### config.mk
export PLATFORM = sky130hd
export DESIGN_NAME = mouse_button_chatter_filter_core
export DESIGN_NICKNAME = d
export VERILOG_FILES = /design/src/rtl/core/mbcf_pkg.sv /design/src/rtl/core/mbcf_apb_regs.sv /design/src/rtl/core/mbcf_filter.sv /design/src/rtl/core/mouse_button_chatter_filter_core.sv
export VERILOG_INCLUDE_DIRS = /design/src /design/src/rtl/core
export SDC_FILE = /design/constraint.sdc
export NUM_CORES = 1
export LEC_CHECK = 0
export BUFFER_PORTS_ARGS = -buffer_cell sky130_fd_sc_hd__buf_2
export CORE_ASPECT_RATIO = 0.7
export CORE_MARGIN = 2
export CORE_UTILIZATION = 60
export DETAILED_ROUTE_END_ITERATION = 6
export PLACE_DENSITY = 0.82
export SLEW_MARGIN = 30
export SYNTH_ARGS = -nofsm -noshare
export SYNTH_HDL_FRONTEND = slang
export SYNTH_SLANG_ARGS = --single-unit
### constraint.sdc
create_clock -name clk -period 7.45 [get_ports clk]
set_input_delay 0.3725 -clock clk [delete_from_list [all_inputs] [get_ports clk]]
set_output_delay 0.3725 -clock clk [all_outputs]
set_load 0.05 [all_outputs]
### src/rtl/core/mouse_button_chatter_filter_core_macros.svh
// assertion macros for the mouse button chatter filter core
// no dependencies; assertions compile out when SYNTHESIS is defined
`ifndef MOUSE_BUTTON_CHATTER_FILTER_CORE_MACROS_SVH
`define MOUSE_BUTTON_CHATTER_FILTER_CORE_MACROS_SVH
`ifndef SYNTHESIS
// same-cycle implication
`define MBCF_ASSERT_NOW(label, clk, rst_n, ante, cons) \
	label: assert property (@(posedge clk) disable iff (!rst_n) (ante) |-> (cons)) \
		else $error("mbcf assertion failed");
// next-cycle implication
`define MBCF_ASSERT_NEXT(label, clk, rst_n, ante, cons) \
	label: assert property (@(posedge clk) disable iff (!rst_n) (ante) |=> (cons)) \
		else $error("mbcf assertion failed");
`else
`define MBCF_ASSERT_NOW(label, clk, rst_n, ante, cons)
`define MBCF_ASSERT_NEXT(label, clk, rst_n, ante, cons)
`endif
`endif

### src/rtl/core/mbcf_pkg.sv
// shared types and constants for the mouse button chatter filter core
// no dependencies
`timescale 1ns / 1ps

package mbcf_pkg;

	localparam int DEF_DROP_COUNT_BITS = 8;
	localparam int DEF_TIME_BITS       = 32;
	localparam int APB_ADDR_BITS       = 5;
	localparam int APB_DATA_BITS       = 32;

	// request codes
	localparam logic [2:0] REQ_LEFT_PRESS    = 3'd0;
	localparam logic [2:0] REQ_RIGHT_PRESS   = 3'd1;
	localparam logic [2:0] REQ_LEFT_RELEASE  = 3'd2;
	localparam logic [2:0] REQ_RIGHT_RELEASE = 3'd3;
	localparam logic [2:0] REQ_TICK          = 3'd4;
	localparam logic [2:0] REQ_SET_SELECTION = 3'd5;

	// register indexes (byte address / 4)
	localparam logic [2:0] REG_ENABLE           = 3'd0;
	localparam logic [2:0] REG_LOG_ENABLE       = 3'd1;
	localparam logic [2:0] REG_DEBOUNCE_MS      = 3'd2;
	localparam logic [2:0] REG_HOLD_AUTO_ENABLE = 3'd3;
	localparam logic [2:0] REG_HOLD_DELAY_MS    = 3'd4;

	typedef struct packed {
		logic [2:0]  req_type;
		logic [31:0] now_ms;
		logic        selection_value;
	} evt_item_t;

	typedef struct packed {
		logic        forward;
		logic        inject_left_release;
		logic        log_valid;
		logic [31:0] log_interval_ms;
		logic        log_blocked;
		logic        log_right;
		logic        selection_active;
		logic        lock_held;
	} res_item_t;

	typedef struct packed {
		logic        enable;
		logic        log_enable;
		logic [15:0] debounce_ms;
		logic        hold_auto_enable;
		logic [15:0] hold_delay_ms;
	} cfg_t;

endpackage

### src/rtl/core/mbcf_apb_regs.sv
// apb configuration registers of the chatter filter
// depends on mbcf_pkg
`timescale 1ns / 1ps

module mbcf_apb_regs (
	input  logic                                  clk,
	input  logic                                  arst_n,
	input  logic                                  psel,
	input  logic                                  penable,
	input  logic                                  pwrite,
	input  logic [mbcf_pkg::APB_ADDR_BITS-1:0]    paddr,
	input  logic [mbcf_pkg::APB_DATA_BITS-1:0]    pwdata,
	output logic [mbcf_pkg::APB_DATA_BITS-1:0]    prdata,
	output logic                                  pready,
	output mbcf_pkg::cfg_t                        cfg
);

	mbcf_pkg::cfg_t cfg_q;
	logic           wr_en;
	logic [2:0]     reg_idx;

	assign pready  = 1'b1;
	assign wr_en   = psel & penable & pwrite;
	assign reg_idx = paddr[4:2];
	assign cfg     = cfg_q;

	always_ff @(posedge clk or negedge arst_n) begin
		if (!arst_n) begin
			cfg_q.enable           <= 1'b0;
			cfg_q.log_enable       <= 1'b0;
			cfg_q.debounce_ms      <= 16'd1;
			cfg_q.hold_auto_enable <= 1'b0;
			cfg_q.hold_delay_ms    <= 16'd1;
		end else if (wr_en) begin
			case (reg_idx)
				mbcf_pkg::REG_ENABLE:           cfg_q.enable           <= pwdata[0];
				mbcf_pkg::REG_LOG_ENABLE:       cfg_q.log_enable       <= pwdata[0];
				mbcf_pkg::REG_DEBOUNCE_MS:      cfg_q.debounce_ms      <= pwdata[15:0];
				mbcf_pkg::REG_HOLD_AUTO_ENABLE: cfg_q.hold_auto_enable <= pwdata[0];
				mbcf_pkg::REG_HOLD_DELAY_MS:    cfg_q.hold_delay_ms    <= pwdata[15:0];
				default: ;
			endcase
		end
	end

	always_comb begin
		case (reg_idx)
			mbcf_pkg::REG_ENABLE:           prdata = 32'(cfg_q.enable);
			mbcf_pkg::REG_LOG_ENABLE:       prdata = 32'(cfg_q.log_enable);
			mbcf_pkg::REG_DEBOUNCE_MS:      prdata = 32'(cfg_q.debounce_ms);
			mbcf_pkg::REG_HOLD_AUTO_ENABLE: prdata = 32'(cfg_q.hold_auto_enable);
			mbcf_pkg::REG_HOLD_DELAY_MS:    prdata = 32'(cfg_q.hold_delay_ms);
			default:                        prdata = '0;
		endcase
	end

endmodule

### src/rtl/core/mbcf_filter.sv
// filter state and per-beat decision logic of the chatter filter
// depends on mbcf_pkg
`timescale 1ns / 1ps

module mbcf_filter #(
	parameter int DROP_COUNT_BITS = mbcf_pkg::DEF_DROP_COUNT_BITS,
	parameter int TIME_BITS       = mbcf_pkg::DEF_TIME_BITS
) (
	input  logic                clk,
	input  logic                arst_n,
	input  mbcf_pkg::cfg_t      cfg,
	input  mbcf_pkg::evt_item_t item,
	input  logic                advance,
	output mbcf_pkg::res_item_t res
);

	localparam logic [DROP_COUNT_BITS-1:0] DROP_MAX = {DROP_COUNT_BITS{1'b1}};

	logic [TIME_BITS-1:0]       last_press_q, last_press_d;
	logic [TIME_BITS-1:0]       hold_start_q, hold_start_d;
	logic [DROP_COUNT_BITS-1:0] left_drops_q, left_drops_d;
	logic [DROP_COUNT_BITS-1:0] right_drops_q, right_drops_d;
	logic                       sel_q, sel_d;
	logic                       lock_q, lock_d;
	logic                       armed_q, armed_d;

	logic [TIME_BITS-1:0]       now_t;
	logic [TIME_BITS-1:0]       hold_elapsed;
	logic [TIME_BITS-1:0]       interval;
	logic                       hold_fire;
	logic                       is_right;
	logic                       chatter;
	logic [DROP_COUNT_BITS-1:0] cnt;

	assign now_t        = item.now_ms[TIME_BITS-1:0];
	assign hold_elapsed = now_t - hold_start_q;
	assign interval     = now_t - last_press_q;
	assign hold_fire    = armed_q && (hold_elapsed >= TIME_BITS'(cfg.hold_delay_ms));
	assign chatter      = interval <= TIME_BITS'(cfg.debounce_ms);
	assign is_right     = (item.req_type == mbcf_pkg::REQ_RIGHT_PRESS) ||
	                      (item.req_type == mbcf_pkg::REQ_RIGHT_RELEASE);
	assign cnt          = is_right ? right_drops_q : left_drops_q;

	always_comb begin
		last_press_d  = last_press_q;
		hold_start_d  = hold_start_q;
		left_drops_d  = left_drops_q;
		right_drops_d = right_drops_q;
		sel_d         = sel_q;
		lock_d        = lock_q;
		armed_d       = armed_q;
		res           = '0;
		res.forward   = 1'b1;

		// hold timer is checked first on every beat
		if (hold_fire) begin
			sel_d   = 1'b1;
			lock_d  = 1'b1;
			armed_d = 1'b0;
		end

		case (item.req_type)
			mbcf_pkg::REQ_LEFT_PRESS, mbcf_pkg::REQ_RIGHT_PRESS: begin
				if (cfg.enable) begin
					last_press_d = now_t;
					if (cfg.log_enable) begin
						res.log_valid       = 1'b1;
						res.log_interval_ms = 32'(interval);
						res.log_right       = is_right;
					end
					if (chatter) begin
						if (cnt != DROP_MAX) begin
							if (is_right) right_drops_d = cnt + 1'b1;
							else          left_drops_d  = cnt + 1'b1;
						end
						res.log_blocked = cfg.log_enable;
						res.forward     = 1'b0;
					end else if (!is_right) begin
						if (lock_d) begin
							// second press ends the drag lock
							lock_d                  = 1'b0;
							sel_d                   = 1'b0;
							res.inject_left_release = 1'b1;
							res.forward             = 1'b0;
						end else if (sel_d) begin
							lock_d = 1'b1;
						end else if (cfg.hold_auto_enable) begin
							armed_d      = 1'b1;
							hold_start_d = now_t;
						end
					end
				end
			end
			mbcf_pkg::REQ_LEFT_RELEASE, mbcf_pkg::REQ_RIGHT_RELEASE: begin
				if (cfg.enable) begin
					if (!is_right && (lock_d || sel_d)) begin
						if (cnt != '0) left_drops_d = cnt - 1'b1;
						res.forward = 1'b0;
					end else if (cnt != '0) begin
						if (is_right) right_drops_d = cnt - 1'b1;
						else          left_drops_d  = cnt - 1'b1;
						res.forward = 1'b0;
					end else if (cfg.hold_auto_enable) begin
						armed_d = 1'b0;
					end
				end
			end
			mbcf_pkg::REQ_SET_SELECTION: begin
				sel_d       = item.selection_value;
				res.forward = 1'b0;
			end
			default: ;
		endcase

		res.selection_active = sel_d;
		res.lock_held        = lock_d;
	end

	always_ff @(posedge clk or negedge arst_n) begin
		if (!arst_n) begin
			last_press_q  <= '0;
			hold_start_q  <= '0;
			left_drops_q  <= '0;
			right_drops_q <= '0;
			sel_q         <= 1'b0;
			lock_q        <= 1'b0;
			armed_q       <= 1'b0;
		end else if (advance) begin
			last_press_q  <= last_press_d;
			hold_start_q  <= hold_start_d;
			left_drops_q  <= left_drops_d;
			right_drops_q <= right_drops_d;
			sel_q         <= sel_d;
			lock_q        <= lock_d;
			armed_q       <= armed_d;
		end
	end

endmodule

### src/rtl/core/mouse_button_chatter_filter_core.sv
// mouse button chatter filter core: input register, filter step, result register
// each accepted beat goes through the input register, then the result register
// throughput: one event beat per cycle unless the result channel stalls
// the registers decouple channels: an empty input stage takes a beat while a result waits
// reset: arst_n clears all filter state, both valid flags, and presets the config registers
// depends on mbcf_pkg, mbcf_apb_regs, mbcf_filter and the assertion macro header
`timescale 1ns / 1ps
`include "mouse_button_chatter_filter_core_macros.svh"

module mouse_button_chatter_filter_core #(
	parameter int DROP_COUNT_BITS = mbcf_pkg::DEF_DROP_COUNT_BITS,
	parameter int TIME_BITS       = mbcf_pkg::DEF_TIME_BITS
) (
	input  logic                               clk,
	input  logic                               arst_n,
	// event channel
	input  logic                               evt_valid,
	output logic                               evt_ready,
	input  mbcf_pkg::evt_item_t                evt,
	// result channel
	output logic                               res_valid,
	input  logic                               res_ready,
	output mbcf_pkg::res_item_t                res,
	// configuration port
	input  logic                               psel,
	input  logic                               penable,
	input  logic                               pwrite,
	input  logic [mbcf_pkg::APB_ADDR_BITS-1:0] paddr,
	input  logic [mbcf_pkg::APB_DATA_BITS-1:0] pwdata,
	output logic [mbcf_pkg::APB_DATA_BITS-1:0] prdata,
	output logic                               pready
);

	mbcf_pkg::cfg_t      cfg;
	mbcf_pkg::evt_item_t item_s1;
	mbcf_pkg::res_item_t res_d;
	mbcf_pkg::res_item_t res_q;
	logic                valid_s1;
	logic                res_valid_q;
	logic                advance;
	logic                evt_take;

	// configuration registers
	mbcf_apb_regs u_regs (
		.clk     (clk),
		.arst_n  (arst_n),
		.psel    (psel),
		.penable (penable),
		.pwrite  (pwrite),
		.paddr   (paddr),
		.pwdata  (pwdata),
		.prdata  (prdata),
		.pready  (pready),
		.cfg     (cfg)
	);

	// the beat in the input register moves on when the result register is free
	// or is being emptied in this cycle; state and result update together
	assign advance   = valid_s1 && (!res_valid_q || res_ready);
	assign evt_ready = !valid_s1 || advance;
	assign evt_take  = evt_valid && evt_ready;

	// input register
	always_ff @(posedge clk or negedge arst_n) begin
		if (!arst_n) begin
			valid_s1 <= 1'b0;
		end else if (evt_take) begin
			valid_s1 <= 1'b1;
		end else if (advance) begin
			valid_s1 <= 1'b0;
		end
	end

	always_ff @(posedge clk) begin
		if (evt_take) begin
			item_s1 <= evt;
		end
	end

	// filter decision and state update for the beat in the input register
	mbcf_filter #(
		.DROP_COUNT_BITS (DROP_COUNT_BITS),
		.TIME_BITS       (TIME_BITS)
	) u_filter (
		.clk     (clk),
		.arst_n  (arst_n),
		.cfg     (cfg),
		.item    (item_s1),
		.advance (advance),
		.res     (res_d)
	);

	// result register
	always_ff @(posedge clk or negedge arst_n) begin
		if (!arst_n) begin
			res_valid_q <= 1'b0;
		end else if (advance) begin
			res_valid_q <= 1'b1;
		end else if (res_ready) begin
			res_valid_q <= 1'b0;
		end
	end

	always_ff @(posedge clk) begin
		if (advance) begin
			res_q <= res_d;
		end
	end

	assign res_valid = res_valid_q;
	assign res       = res_q;

	// an accepted event always lands in the input register
	`MBCF_ASSERT_NEXT(a_take_lands, clk, arst_n, evt_take, valid_s1)
	// an injected release ends both the lock and selection and swallows the press
	`MBCF_ASSERT_NOW(a_inject_clears, clk, arst_n, res_valid && res.inject_left_release,
		!res.forward && !res.lock_held && !res.selection_active)
	// a blocked press is always a logged, swallowed press
	`MBCF_ASSERT_NOW(a_blocked_logged, clk, arst_n, res_valid && res.log_blocked,
		res.log_valid && !res.forward)
	// log fields stay clear when nothing is logged
	`MBCF_ASSERT_NOW(a_log_quiet, clk, arst_n, res_valid && !res.log_valid,
		res.log_interval_ms == 32'd0 && !res.log_right && !res.log_blocked)

endmodule

==> results by group <==
Status
  • Status: finished clean

CTS
  • Setup bufs post-CTS: 0
  • CTS H-tree lvls: 4
  • Root Driver: clkbuf_16
  • Hold Buf Count CTS: 1
  • TritonCTS clock tree: built
  • CTS Sinks: just under 200
  • CTS Buf Count: 17
  • Clk pin slew, worst setup/hold paths: approximately 0.08 ns
  • Post-CTS resize count: 0
  • Max Root-Sink Buffers: 2
  • Worst skew pair latency: 0.45 ns

Detailed routing
  • Initial drt markers: 951
  • Post-DR wirelength/cell: 18.54 um
  • Post-DRT Antenna Nets: 0
  • Via count: 10209
  • DR DRC count: 0
  • WL final: roughly 31000 um
  • First drt pass iteration count: 5
  • Vias per cell: ~6

Place
  • Final HPWL DP: between 20000 and 25000 um
  • Pre-CTS setup slack: ~1.2 ns
  • Port bufs: 118
  • Gpl congestion: slightly above 0.9

Global route
  • GRT Util Overall: 28.51%
  • First-pass GRT wire length: ~50000 um
  • Vias in the first global route: 9745
  • Initial antenna violation count: 0
  • Global route overflow: 0
  • Largest net degree at the start of global routing: 81

Floorplanning
  • Initial Utilization: 61.47%
  • Core area: about 21000 um2
  • Total I/O pin count: 154
  • Rows: 44
  • Die H: approximately 130 um
  • Die W: around 180 um
  • Total Die Area: 22520 um2

Setup path
  • Critical Path RT: around 7.8 ns
  • CP Max Fanout: 33
  • WP data arrival: 6.66 ns
  • Crit end category: register
  • Crit Path Class: reg -> reg
  • CP cell instances: ha_1, a21o_1, a31o_2, nor2_1, nor2b_1, nor2_1, ha_1, a211o_1, a2111oi_1, o31ai_1, a311oi_1, o22ai_1, a2111o_1, or4_1, nor4_2, a31oi_1, nor4_4, buf_4, mux2_2
  • CP peak stage delay: about 0.48 ns
  • CP Launch Type: register
  • Crit path max-delay cell type: edfxtp_1

Synthesis
  • Library cells used by synthesis: 77
  • Top_reg_cell synth: dfrtp_1
  • Synthesized cell area: between 10000 and 15000 um2
  • Mapped Cells: 1303
  • Seq cells post-synth: 195
  • Synth area leader: dfrtp_1
  • Synth top area cells: dfrtp_1 23%, edfxtp_1 18%, ha_1 9.8%, mux2_2 5.0%, inv_1 3.4%
  • Avg Inst Size Synth: 9.818 um2
  • Seq/Total Area, Yosys: 41.10%
  • EDFF count, synth: 75
  • Async set-reset flop share out of synthesis: between 60% and 70%
  • Share of the synthesized area in the top cell type: between 20% and 30%
  • Yosys warning total: 0

Power
  • Share of power burned in registers: between 30% and 40%
  • Worst vdd ir: about 0.15 mV
  • Clock power frac: 22.7%
  • Power Density: around 300 nW/um2
  • Power Internal: 2.498 mW
  • Pleak: approximately 6.3 nW
  • Switching pwr: around 1.7 mW
  • Sw frac: approximately 40%
  • Gate power share: between 40% and 50%

Timing
  • Period minus WS final: roughly 6.3 ns
  • Crit share post-route: between 80% and 90%
  • Fin. Hold Viols: 0
  • Max Fclk: between 150 and 200 MHz
  • Slew HR: between 40% and 50%
  • Setup TNS: 0 ns
  • Worst Setup Slack, final: 1.120 ns
  • Final Slew Violations: 0
  • Tightest Pin Transition: approximately 0.81 ns
  • Final Skew: 0.02041 ns
  • RSZ-0062 raised after global routing: no
  • Final setup viols: 0
  • Final hold slack: between 0.1 and 0.15 ns

Flow run
  • MaxCap Viol Count: 0

Finish
  • Layout cells sized above 1: between 15 and 20%
  • Nets@finish: between 1500 and 2000
  • Area growth syn-to-layout: 10.97%
  • N_diodes: 0

Worst hold path
  • Hold/Removal Path Class: in -> reg
==> metal layers <==
layer,track usage (%),vias to the layer above,routed length (um)
li1,-,4895,-
met1,42.84,4833,14740
met2,42.47,438,13560
met3,5.495,43,2572
met4,7.221,0,520
met5,0,-,0
==> layout make-up <==
type                       count  area (um2)
fill                        1621        6614
tap                          276       345.3
clock buffer                  18       450.4
clock inverter                14       172.7
multi-input combinational    947        6848
inverter                     116       435.4
timing repair buffer         127       686.9
sequential                   195        5258
==> registers in the layout (all words and copies together), names as in the netlist, 8 cells and up <==
| name | count |
|---|---|
| res | 39 |
| item_s1 | 36 |
| u_regs.cfg | 35 |
| u_filter.hold_start_q | 32 |
| u_filter.last_press_q | 32 |
| u_filter.left_drops_q | 8 |
| u_filter.right_drops_q | 8 |
==> cells in the final DEF, fill, tap and decap left out, types with 23 or more instances in the layout <==
master,count
dfrtp_1,118
buf_2,117
inv_1,116
nand2_1,101
ha_1,100
a21oi_1,85
nor2_1,79
edfxtp_1,75
o21ai_0,72
mux2_2,57
xnor2_1,32
and2_1,28
mux2_1,28
nand4_1,23
==> cells in the mapped netlist, types with 5 or more instances <==
master     number
clkbuf_1       35
buf_2           5
mux2_1         28
mux2i_1        11
a31oi_1         7
o2111ai_1       5
nor2b_1        17
o21bai_1        8
o21ai_0        72
a22oi_1        16
xor2_1         22
xnor2_1        32
nor3_1         18
or3_1           6
and3_1          9
a21o_1         20
inv_1         116
dfrtp_1       118
o21a_1         20
buf_4          17
nand2b_1       16
edfxtp_1       75
nand3_1        16
ha_1          100
mux2_2         57
a21oi_1        85
o22ai_1         6
nand2_1       101
and2_1         30
nor4_1          8
a2111oi_0       6
o211ai_1       17
nand4_1        23
a211oi_1       14
nor2_1         79
nor3b_1         6
==> worst max-delay path: cells and delay by family, from the launching register on <==
kind,cells,cell delay [ns]
muxes,1,0.40
buffers and inverters,1,0.46
AOI/OAI and AO/OA,9,2.52
DFF,1,0.48
adders and majority gates,2,0.69
and+or+nand+nor,6,1.66
==> through the flow <==
step                instance area (um2)  power (mW)  std cells  util [%]
finish                            14200       4.200       1693     68.22
detailed placement                13540       3.206       1659     65.04
global placement                  13530       3.128       1659     65.01
global route                      14200       4.458       1693     68.22
floorplan                         12850       2.767       1318         -
CTS                               14170       4.171       1692     68.09
==> logic make-up after synthesis <==
group	synth area share, %
buffers and inverters	5.888
AOI/OAI and AO/OA	16.30
and+or+nand+nor	14.19
DFF	41.10
xor gates and xnor gates	3.697
other	0.05871
adders and majority gates	10.25
muxes	8.519
==> power by group through the flow <==
| stage | logic [mW] | clock network (mW) | registers, mW |
|---|---|---|---|
| finish | 1.83 | 0.953 | 1.42 |
| global route | 2.02 | 1.00 | 1.44 |
| CTS | 1.79 | 0.962 | 1.42 |
| detailed placement | 1.77 | 0 | 1.44 |
| global placement | 1.71 | 0 | 1.42 |
| floorplan | 1.31 | 0 | 1.46 |
==> worst paths after layout <==
| kind | from | end | slack (ns) | cells after the start |
|---|---|---|---|---|
| worst min-delay path | evt[22] | item_s1[22] | 0.10 | 1 |
| worst max register to register | item_s1[5] | u_filter.hold_start_q[0] | 1.12 | 19 |
| max in group asynchronous | arst_n | u_filter.right_drops_q[3] | 5.81 | 3 |
| min in group asynchronous | arst_n | valid_s1 | 0.50 | 2 |
| worst max-delay path | item_s1[5] | u_filter.hold_start_q[0] | 1.12 | 19 |
| worst min register to register | u_filter.left_drops_q[0] | u_filter.left_drops_q[0] | 0.47 | 1 |
No activity file was read; power rests on OpenSTA's default activity.
